File: src/rtl/xbr_pkg.sv
// Shared types and constants for the bounded xorshift random block.
// Holds the request and response item structs and the generator reset seed.
// No dependencies.
package xbr_pkg;

   localparam int unsigned WORD_WIDTH = 32;
   localparam int unsigned COUNT_WIDTH = 5;

   localparam logic [WORD_WIDTH-1:0] SEED_RESET = 32'd2463534242;
   localparam logic [WORD_WIDTH-1:0] WORD_ONES = '1;

   localparam int unsigned SHIFT_A = 13;
   localparam int unsigned SHIFT_B = 17;
   localparam int unsigned SHIFT_C = 5;

   typedef struct packed {
      logic signed [WORD_WIDTH-1:0] lower_bound;
      logic signed [WORD_WIDTH-1:0] upper_bound;
   } req_type;

   typedef struct packed {
      logic signed [WORD_WIDTH-1:0] random_value;
      logic                         bounds_error;
   } rsp_type;

endpackage

File: src/rtl/xorshift_bounded_random.sv
// Bounded xorshift32 random source with rejection sampling over a signed range.
// Reversed bounds flag an error; a full 2^32 span adds the next word to the lower
// bound; otherwise two remainders run on one shared restoring divider and a new
// word is drawn for each rejected one. One item in flight; no request is taken
// until the result is in the output register. Reset (synchronous, active high)
// loads the generator reset seed; empties the output register. Depends on xbr_pkg.
module xorshift_bounded_random (
   input  logic             clock,
   input  logic             reset,
   input  logic             req_valid,
   output logic             req_stall,
   input  xbr_pkg::req_type req_data,
   output logic             rsp_valid,
   input  logic             rsp_stall,
   output xbr_pkg::rsp_type rsp_data,
   input  logic             csr_write_enable,
   input  logic [xbr_pkg::WORD_WIDTH-1:0] csr_write_data
);

   typedef enum logic [4:0] {
      ST_IDLE  = 5'b00001,
      ST_LIMIT = 5'b00010,
      ST_STEP  = 5'b00100,
      ST_MOD   = 5'b01000,
      ST_DONE  = 5'b10000
   } state_type;

   function automatic logic [xbr_pkg::WORD_WIDTH-1:0] xorshift_next(
      input logic [xbr_pkg::WORD_WIDTH-1:0] w
   );
      logic [xbr_pkg::WORD_WIDTH-1:0] t;
      t = w ^ (w << xbr_pkg::SHIFT_A);
      t = t ^ (t >> xbr_pkg::SHIFT_B);
      t = t ^ (t << xbr_pkg::SHIFT_C);
      return t;
   endfunction

   state_type state_ff, state_in;

   logic [xbr_pkg::WORD_WIDTH-1:0]  gen_ff, gen_in;
   logic [xbr_pkg::WORD_WIDTH-1:0]  lower_ff, lower_in;
   logic [xbr_pkg::WORD_WIDTH-1:0]  span_ff, span_in;
   logic                            full_ff, full_in;
   logic [xbr_pkg::WORD_WIDTH-1:0]  limit_ff, limit_in;
   logic [xbr_pkg::WORD_WIDTH-1:0]  rem_ff, rem_in;
   logic [xbr_pkg::WORD_WIDTH-1:0]  quo_ff, quo_in;
   logic [xbr_pkg::COUNT_WIDTH-1:0] count_ff, count_in;
   xbr_pkg::rsp_type                res_ff, res_in;
   xbr_pkg::rsp_type                rsp_ff, rsp_in;
   logic                            rsp_valid_ff, rsp_valid_in;

   logic [xbr_pkg::WORD_WIDTH:0]   trial;
   logic [xbr_pkg::WORD_WIDTH-1:0] diff;
   logic                           trial_ge;
   logic [xbr_pkg::WORD_WIDTH-1:0] rem_step;
   logic [xbr_pkg::WORD_WIDTH-1:0] gen_step;
   logic [xbr_pkg::WORD_WIDTH-1:0] req_span;
   logic                           div_last;
   logic                           out_free;

   assign trial    = {rem_ff, quo_ff[xbr_pkg::WORD_WIDTH-1]};
   assign diff     = trial[xbr_pkg::WORD_WIDTH-1:0] - span_ff;
   assign trial_ge = trial >= {1'b0, span_ff};
   assign rem_step = trial_ge ? diff : trial[xbr_pkg::WORD_WIDTH-1:0];
   assign gen_step = xorshift_next(gen_ff);
   assign req_span = req_data.upper_bound - req_data.lower_bound
                     + xbr_pkg::WORD_WIDTH'(1);
   assign div_last = count_ff == '1;
   assign out_free = !rsp_valid_ff || !rsp_stall;

   assign req_stall = state_ff != ST_IDLE;
   assign rsp_valid = rsp_valid_ff;
   assign rsp_data  = rsp_ff;

   always_comb begin
      state_in     = state_ff;
      gen_in       = gen_ff;
      lower_in     = lower_ff;
      span_in      = span_ff;
      full_in      = full_ff;
      limit_in     = limit_ff;
      rem_in       = rem_ff;
      quo_in       = quo_ff;
      count_in     = count_ff;
      res_in       = res_ff;
      rsp_in       = rsp_ff;
      rsp_valid_in = rsp_valid_ff && rsp_stall;

      case (state_ff)
         ST_IDLE: begin
            if (req_valid) begin
               lower_in = req_data.lower_bound;
               span_in  = req_span;
               full_in  = req_span == '0;
               rem_in   = '0;
               quo_in   = xbr_pkg::WORD_ONES;
               count_in = '0;
               if (req_data.lower_bound > req_data.upper_bound) begin
                  res_in.random_value = '0;
                  res_in.bounds_error = 1'b1;
                  state_in = ST_DONE;
               end else if (req_span == '0) begin
                  state_in = ST_STEP;
               end else begin
                  state_in = ST_LIMIT;
               end
            end
         end
         ST_LIMIT: begin
            rem_in   = rem_step;
            quo_in   = quo_ff << 1;
            count_in = count_ff + 1'b1;
            if (div_last) begin
               limit_in = ~rem_step;
               state_in = ST_STEP;
            end
         end
         ST_STEP: begin
            gen_in = gen_step;
            if (full_ff) begin
               res_in.random_value = lower_ff + gen_step;
               res_in.bounds_error = 1'b0;
               state_in = ST_DONE;
            end else if (gen_step < limit_ff) begin
               rem_in   = '0;
               quo_in   = gen_step;
               count_in = '0;
               state_in = ST_MOD;
            end
         end
         ST_MOD: begin
            rem_in   = rem_step;
            quo_in   = quo_ff << 1;
            count_in = count_ff + 1'b1;
            if (div_last) begin
               res_in.random_value = lower_ff + rem_step;
               res_in.bounds_error = 1'b0;
               state_in = ST_DONE;
            end
         end
         ST_DONE: begin
            if (out_free) begin
               rsp_in       = res_ff;
               rsp_valid_in = 1'b1;
               state_in     = ST_IDLE;
            end
         end
         default: begin
            state_in = ST_IDLE;
         end
      endcase

      if (csr_write_enable) begin
         gen_in = csr_write_data;
      end
   end

   always_ff @(posedge clock) begin
      if (reset) begin
         state_ff     <= ST_IDLE;
         gen_ff       <= xbr_pkg::SEED_RESET;
         rsp_valid_ff <= 1'b0;
      end else begin
         state_ff     <= state_in;
         gen_ff       <= gen_in;
         rsp_valid_ff <= rsp_valid_in;
      end
   end

   always_ff @(posedge clock) begin
      lower_ff <= lower_in;
      span_ff  <= span_in;
      full_ff  <= full_in;
      limit_ff <= limit_in;
      rem_ff   <= rem_in;
      quo_ff   <= quo_in;
      count_ff <= count_in;
      res_ff   <= res_in;
      rsp_ff   <= rsp_in;
   end

endmodule
File: config.mk
export PLATFORM = sky130hd
export DESIGN_NAME = xorshift_bounded_random
export DESIGN_NICKNAME = d
export VERILOG_FILES = /design/src/rtl/xbr_pkg.sv /design/src/rtl/xorshift_bounded_random.sv
export SDC_FILE = /design/constraint.sdc
export NUM_CORES = 1
export LEC_CHECK = 0
export BUFFER_PORTS_ARGS = -buffer_cell sky130_fd_sc_hd__buf_2
export CORE_UTILIZATION = 62
export CTS_BUF_LIST = sky130_fd_sc_hd__clkbuf_16
export CTS_CLUSTER_DIAMETER = 200
export DETAILED_ROUTE_END_ITERATION = 8
export GPL_ROUTABILITY_DRIVEN = 0
export GPL_TIMING_DRIVEN = 0
export MAX_ROUTING_LAYER = met4
export PLACE_DENSITY_LB_ADDON = 0.15
export SKIP_LAST_GASP = 1
export SYNTH_ARGS = -nofsm -noshare
export SYNTH_HDL_FRONTEND = slang
export SYNTH_SLANG_ARGS = --single-unit
File: constraint.sdc
create_clock -name clock -period 7.5 [get_ports clock]
set_clock_uncertainty 0.1 [all_clocks]
set_input_delay 0.375 -clock clock [delete_from_list [all_inputs] [get_ports clock]]
set_output_delay 0.375 -clock clock [all_outputs]
set_load 0.02 [all_outputs]
Word level (Yosys, flattened, before mapping)
Index checks and enable logic that the tools add are counted.
- register bits: 270
- output and inout port bits: 35
- add/subtract/negate cells: 6
- magnitude comparators: 3
- equality and inequality tests: 16
- multiplexer cells: 31
- bitwise logic cells: 4
- reduce and logical (&&, ||, !) cells: 15
- operators by type and width (kind ; number):
    32-bit 2-to-1 mux ; 9
    32-bit case mux with 3 select lines ; 2
    33-bit 2-to-1 mux ; 4
    33-bit case mux with 3 select lines ; 1
    32-bit adder ; 2
    32-bit subtractor ; 2
    32-bit XOR ; 2
    5-bit 2-to-1 mux ; 10
    33-bit by 32-bit greater-or-equal comparator with 1-bit output ; 1
    32-bit by 2-bit adder with 32-bit output (second input constant) ; 1
    32-bit > comparator ; 1
    32-bit logical NOT ; 1
    32-bit less-than comparator ; 1
    32-bit inverter ; 1
    32-bit by 15-bit XOR with 32-bit output ; 1
    5-bit case mux with 5 select lines ; 1
    2-bit inequality test (second input constant) ; 8
    5-bit case mux with 3 select lines ; 1
    5-bit == test (second input constant) ; 2
    5-bit AND reduction ; 2
    2-bit AND reduction ; 3
    3-bit nonzero test ; 2
    5-bit by 1-bit adder with 5-bit output (second input constant) ; 1
    5-bit by 1-bit == test with 1-bit output (second input constant) ; 1
    other kinds (13) ; 15

Longest topological paths before layout
- depth after elaboration: 7
- depth in mapped cells: 27

Least setup slack after synthesis
Ideal clock, no wire load.
- path type: flip-flop to flip-flop
- start: register rem_ff[0] (netlist bit)
- end: register res_ff[32] (netlist bit) (data pin)
- library setup time: 0.271 ns
- data arrival time: 5.503 ns
- data required time: 7.129 ns
- setup slack: 1.626 ns
- stages on the path, launching flop included: 24
- buffers on the path: 1
- period minus slack after synthesis: 5.874 ns
- cell sequence: edfxtp_1 > ha_1 > nor2b_1 > o31a_1 > o41a_1 > a32o_1 > o21ai_1 > a21oi_1 > o32ai_2 > clkbuf_1 > nor2_1 > a21oi_1 > a21oi_1 > ha_1 > nand3_1 > or3_1 > o311ai_1 > a41oi_1 > o211ai_1 > a31oi_1 > o21ai_1 > xor2_1 > xor2_1 > o22ai_1
- word-level cells in the longest chain between the ends: 5
- elaborated cells on any way between the ends: 6
- those cells by class: 2 x add/sub; 1 x order compare; 3 x mux
- ends and longest elaborated chain (element ; RTL line ; RTL):
    start, declared ; xorshift_bounded_random.sv:45 ; logic [xbr_pkg::WORD_WIDTH-1:0] rem_ff, rem_in;
    start signal, assigned ; xorshift_bounded_random.sv:175 ; rem_ff <= rem_in;
    32-bit subtractor or 33-bit by 32-bit greater-or-equal comparator with 1-bit output (tied branches) ; xorshift_bounded_random.sv:62, xorshift_bounded_random.sv:63 ;
    32-bit 2-to-1 mux (*) ; xorshift_bounded_random.sv:64 ; assign rem_step = trial_ge ? diff : trial[xbr_pkg::WORD_WIDTH-1:0];
    32-bit adder (*) ; xorshift_bounded_random.sv:136 ; res_in.random_value = lower_ff + rem_step;
    33-bit 2-to-1 mux (*) ; xorshift_bounded_random.sv:135 ; if (div_last) begin
    33-bit case mux with 3 select lines (*) ; xorshift_bounded_random.sv:89 ; case (state_ff)
    end signal, assigned ; xorshift_bounded_random.sv:178 ; res_ff <= res_in;
    end, declared ; xorshift_bounded_random.sv:48 ; xbr_pkg::rsp_type res_ff, res_in;
Every way passes the cells marked *; elsewhere a longest branch is shown, timed or not. The select of a mux whose other input is x is not followed.
A chain may end at the register's enable or synchronous reset.

Worst setup path in the final report
Ends and elaborated chain as after synthesis.

==> qor.yml <==
fillerInstances: 1981
peakVddDrop_mv: 0.238
p_switching_mw: 3.56
post_cts_buffers: 0
synth_area_per_cell_um2: 9.87
post_drt_via_cell_ratio: 6.11
clkLatencyLatePin_ns: 0.57
synthFlopType: "edfxtp_1"
cts_sinks: 270
grt_max_degree: 41
grt_use_met3: 0.0442
grt_antenna_before_repair: 0
die_w_um: 172
syn_nets: 2114
rows: 61
required_ns: 7.65
start_kind: "flip-flop"
core_area_um2: 28200
synth_edf_count: 232
initial_core_util: 0.639
p_int_mw: 4.75
leakagePower_nw: 8.94
period_share: 0.955
utilization: 0.743
end_kind: "flip-flop"
cts_root_buffer: "clkbuf_16"
combPwrFrac: 0.510
drtIter0Drc: 1385
slew-limit-headroom: 0.213
period_needed_ns: 7.16
yosysSeqAreaShare: 0.430
met2_usage: 0.553
remaining_drc_errors: 0
layout.nets: 2347
final_layout_size_suffix_gt1_frac: 0.106
postRouteAntennaNets: 0
numCtsBuffers: 30
cap_violations: 0
htreeDepth: 1
crit_path_max_fanout: 10
setup_violations: 0
async_reset_ff_frac: 0
dp_hpwl_mm: 37.3
netlist_area_um2: 18000
dr.pass1.iters: 6
final_common_cell: "edfxtp_1"
grt_util_all_layers: 0.346
place_ws_ns: 0.111
grt_pass1_wl_mm: 75.8
clock.fmax_mhz: 140
wirelength_mm: 49.5
synth_area_leaders: "edfxtp_1, ha_1, a21oi_1"
criticalPathCategory: "reg -> reg"
busiest_layer: "met2"
syn_inst: 1822
syn_to_final_growth_pct: 16.3
tritoncts: "yes"
grt_pass1_vias: 14200
seqPwrFrac: 0.307
clk_pin_slew_ns: 0.06
yosysWarningCount: 0
die_h_um: 172
switching_share: 0.428
cp.arrival_ns: 7.32
port_buffers: 134
worstMarginPinSlew_ns: 1.18
ys_ff_latch: 270
grt_overflow: 0
slew_violations: 0
wl_per_cell_um: 20.2
hold_viol_final: 0
top_level_ports: 136
cellPowerDensity_nw_per_um2: 397
status: "completed"
hold_path_class: "in -> reg"
power.share.clock: 0.183
worst_slack_ns: 0.338
globalRouteMet1Util: 0.436
dieArea_um2: 29700
synth_cell_types: 86
num_vias: 15000
cts_buffer_depth: 3
synth_top_cell_by_area: "edfxtp_1"
num_antenna_cells: 0
yosys.area.top_type_share: 0.387
rsz0062_at_grt: "true"
final_cell_mix: "edfxtp_1, nor2_1, ha_1, inv_1, a21oi_1"
==> final timing paths <==
kind / depth (start not counted) / slack (ns) / endpoint / startpoint
min: 3 / 0.06 / rsp_valid / rsp_stall
max: 22 / 0.34 / res_ff[32] / rem_ff[0]
min reg2reg: 0 / 0.31 / rsp_data[10] / res_ff[10]
max reg2reg: 22 / 0.34 / res_ff[32] / rem_ff[0]
==> routing by layer <==
| metal | vias up | share of wire |
|---|---|---|
| met1 | 7019 | 0.41 |
| met4 | 0 | 0.052 |
| met2 | 767 | 0.46 |
| met3 | 168 | 0.083 |
| met5 | - | 0 |
| li1 | 7047 | - |
==> kinds of logic after synthesis <==
kind of cell / Yosys count / share of synthesized area
compound gates: 473 / 0.174
fa+ha+maj: 191 / 0.135
simple gates: 500 / 0.132
buf+inv: 221 / 0.0463
mux: 20 / 0.0113
xor+xnor: 147 / 0.0724
flops: 270 / 0.430
==> state kept, by name, indices dropped and copies added, names as in the netlist <==
signal and count:
full_ff 1, limit_ff 32, res_ff 33, quo_ff 32
count_ff 5, gen_ff 32, state_ff 5, span_ff 32
rsp_valid 1, lower_ff 32, rsp_data 33, rem_ff 32
==> stage by stage <==
| step | TNS (ns) | area [um^2] | power [mW] | instances | hold WS, ns |
|---|---|---|---|---|---|
| after floorplan | 0 | 18000 | 5.42 | 1822 | 0.300 |
| after global placement | 0 | 19100 | 6.50 | 2334 | 0.303 |
| after detailed placement | 0 | 19200 | 6.60 | 2337 | 0.305 |
| after CTS | 0 | 20900 | 8.17 | 2456 | 0.0473 |
| after global routing | -0.0446 | 20900 | 8.75 | 2456 | 0.0708 |
| final | 0 | 20900 | 8.31 | 2456 | 0.0636 |
==> synth_stat cells, types with 34 or more instances <==
cell / instances
a21o_1: 56
a21oi_1: 166
and2_1: 34
clkbuf_1: 48
dfxtp_1: 38
edfxtp_1: 232
ha_1: 187
inv_1: 166
nand2_1: 96
nor2_1: 211
o21ai_0: 52
xnor2_1: 86
xor2_1: 60
==> cell type report <==
type	count	area (um^2)	share of cell area
clock buffers	31	776	0.0371
well taps	378	473	0.0226
clock inverters	24	241	0.0115
inverters	166	623	0.0298
repair buffers	201	1380	0.0659
plain buffers	55	215	0.0103
multi-input cells	1331	9480	0.453
flip-flops and latches	270	7730	0.369
==> power groups by stage <==
stage / registers, mW / logic (mW) / clock network (mW)
final: 2.55 / 4.24 / 1.52
after global routing: 2.58 / 4.58 / 1.59
after CTS: 2.54 / 4.10 / 1.53
after detailed placement: 2.57 / 4.04 / 0
after global placement: 2.61 / 3.89 / 0
after floorplan: 2.54 / 2.88 / 0
==> critical path: stages, from the launching register on <==
cell      delay, ns
edfxtp_1       0.44
ha_1           0.32
nor2b_1        0.14
o31a_1         0.29
o41a_1         0.40
a32o_1         0.34
o21ai_1        0.28
a21oi_2        0.14
o32ai_4        0.39
clkbuf_1       0.45
a21oi_1        0.24
a21oi_1        0.51
ha_1           0.30
nand3_1        0.16
or3_1          0.38
o311ai_2       0.43
a41oi_1        0.24
o211ai_1       0.25
a31oi_1        0.19
o21ai_1        0.20
xor2_1         0.33
xor2_1         0.17
o22ai_1        0.15
==> repair_timing <==
item | 4_1_cts | 5_1_grt
setup endpoints to repair | 0 | 6
hold endpoints to repair | 64 | 0
gates resized for setup | 0 | 11
hold buffers | 64 | 0
Note: power is estimated with default switching activity, not from simulation.
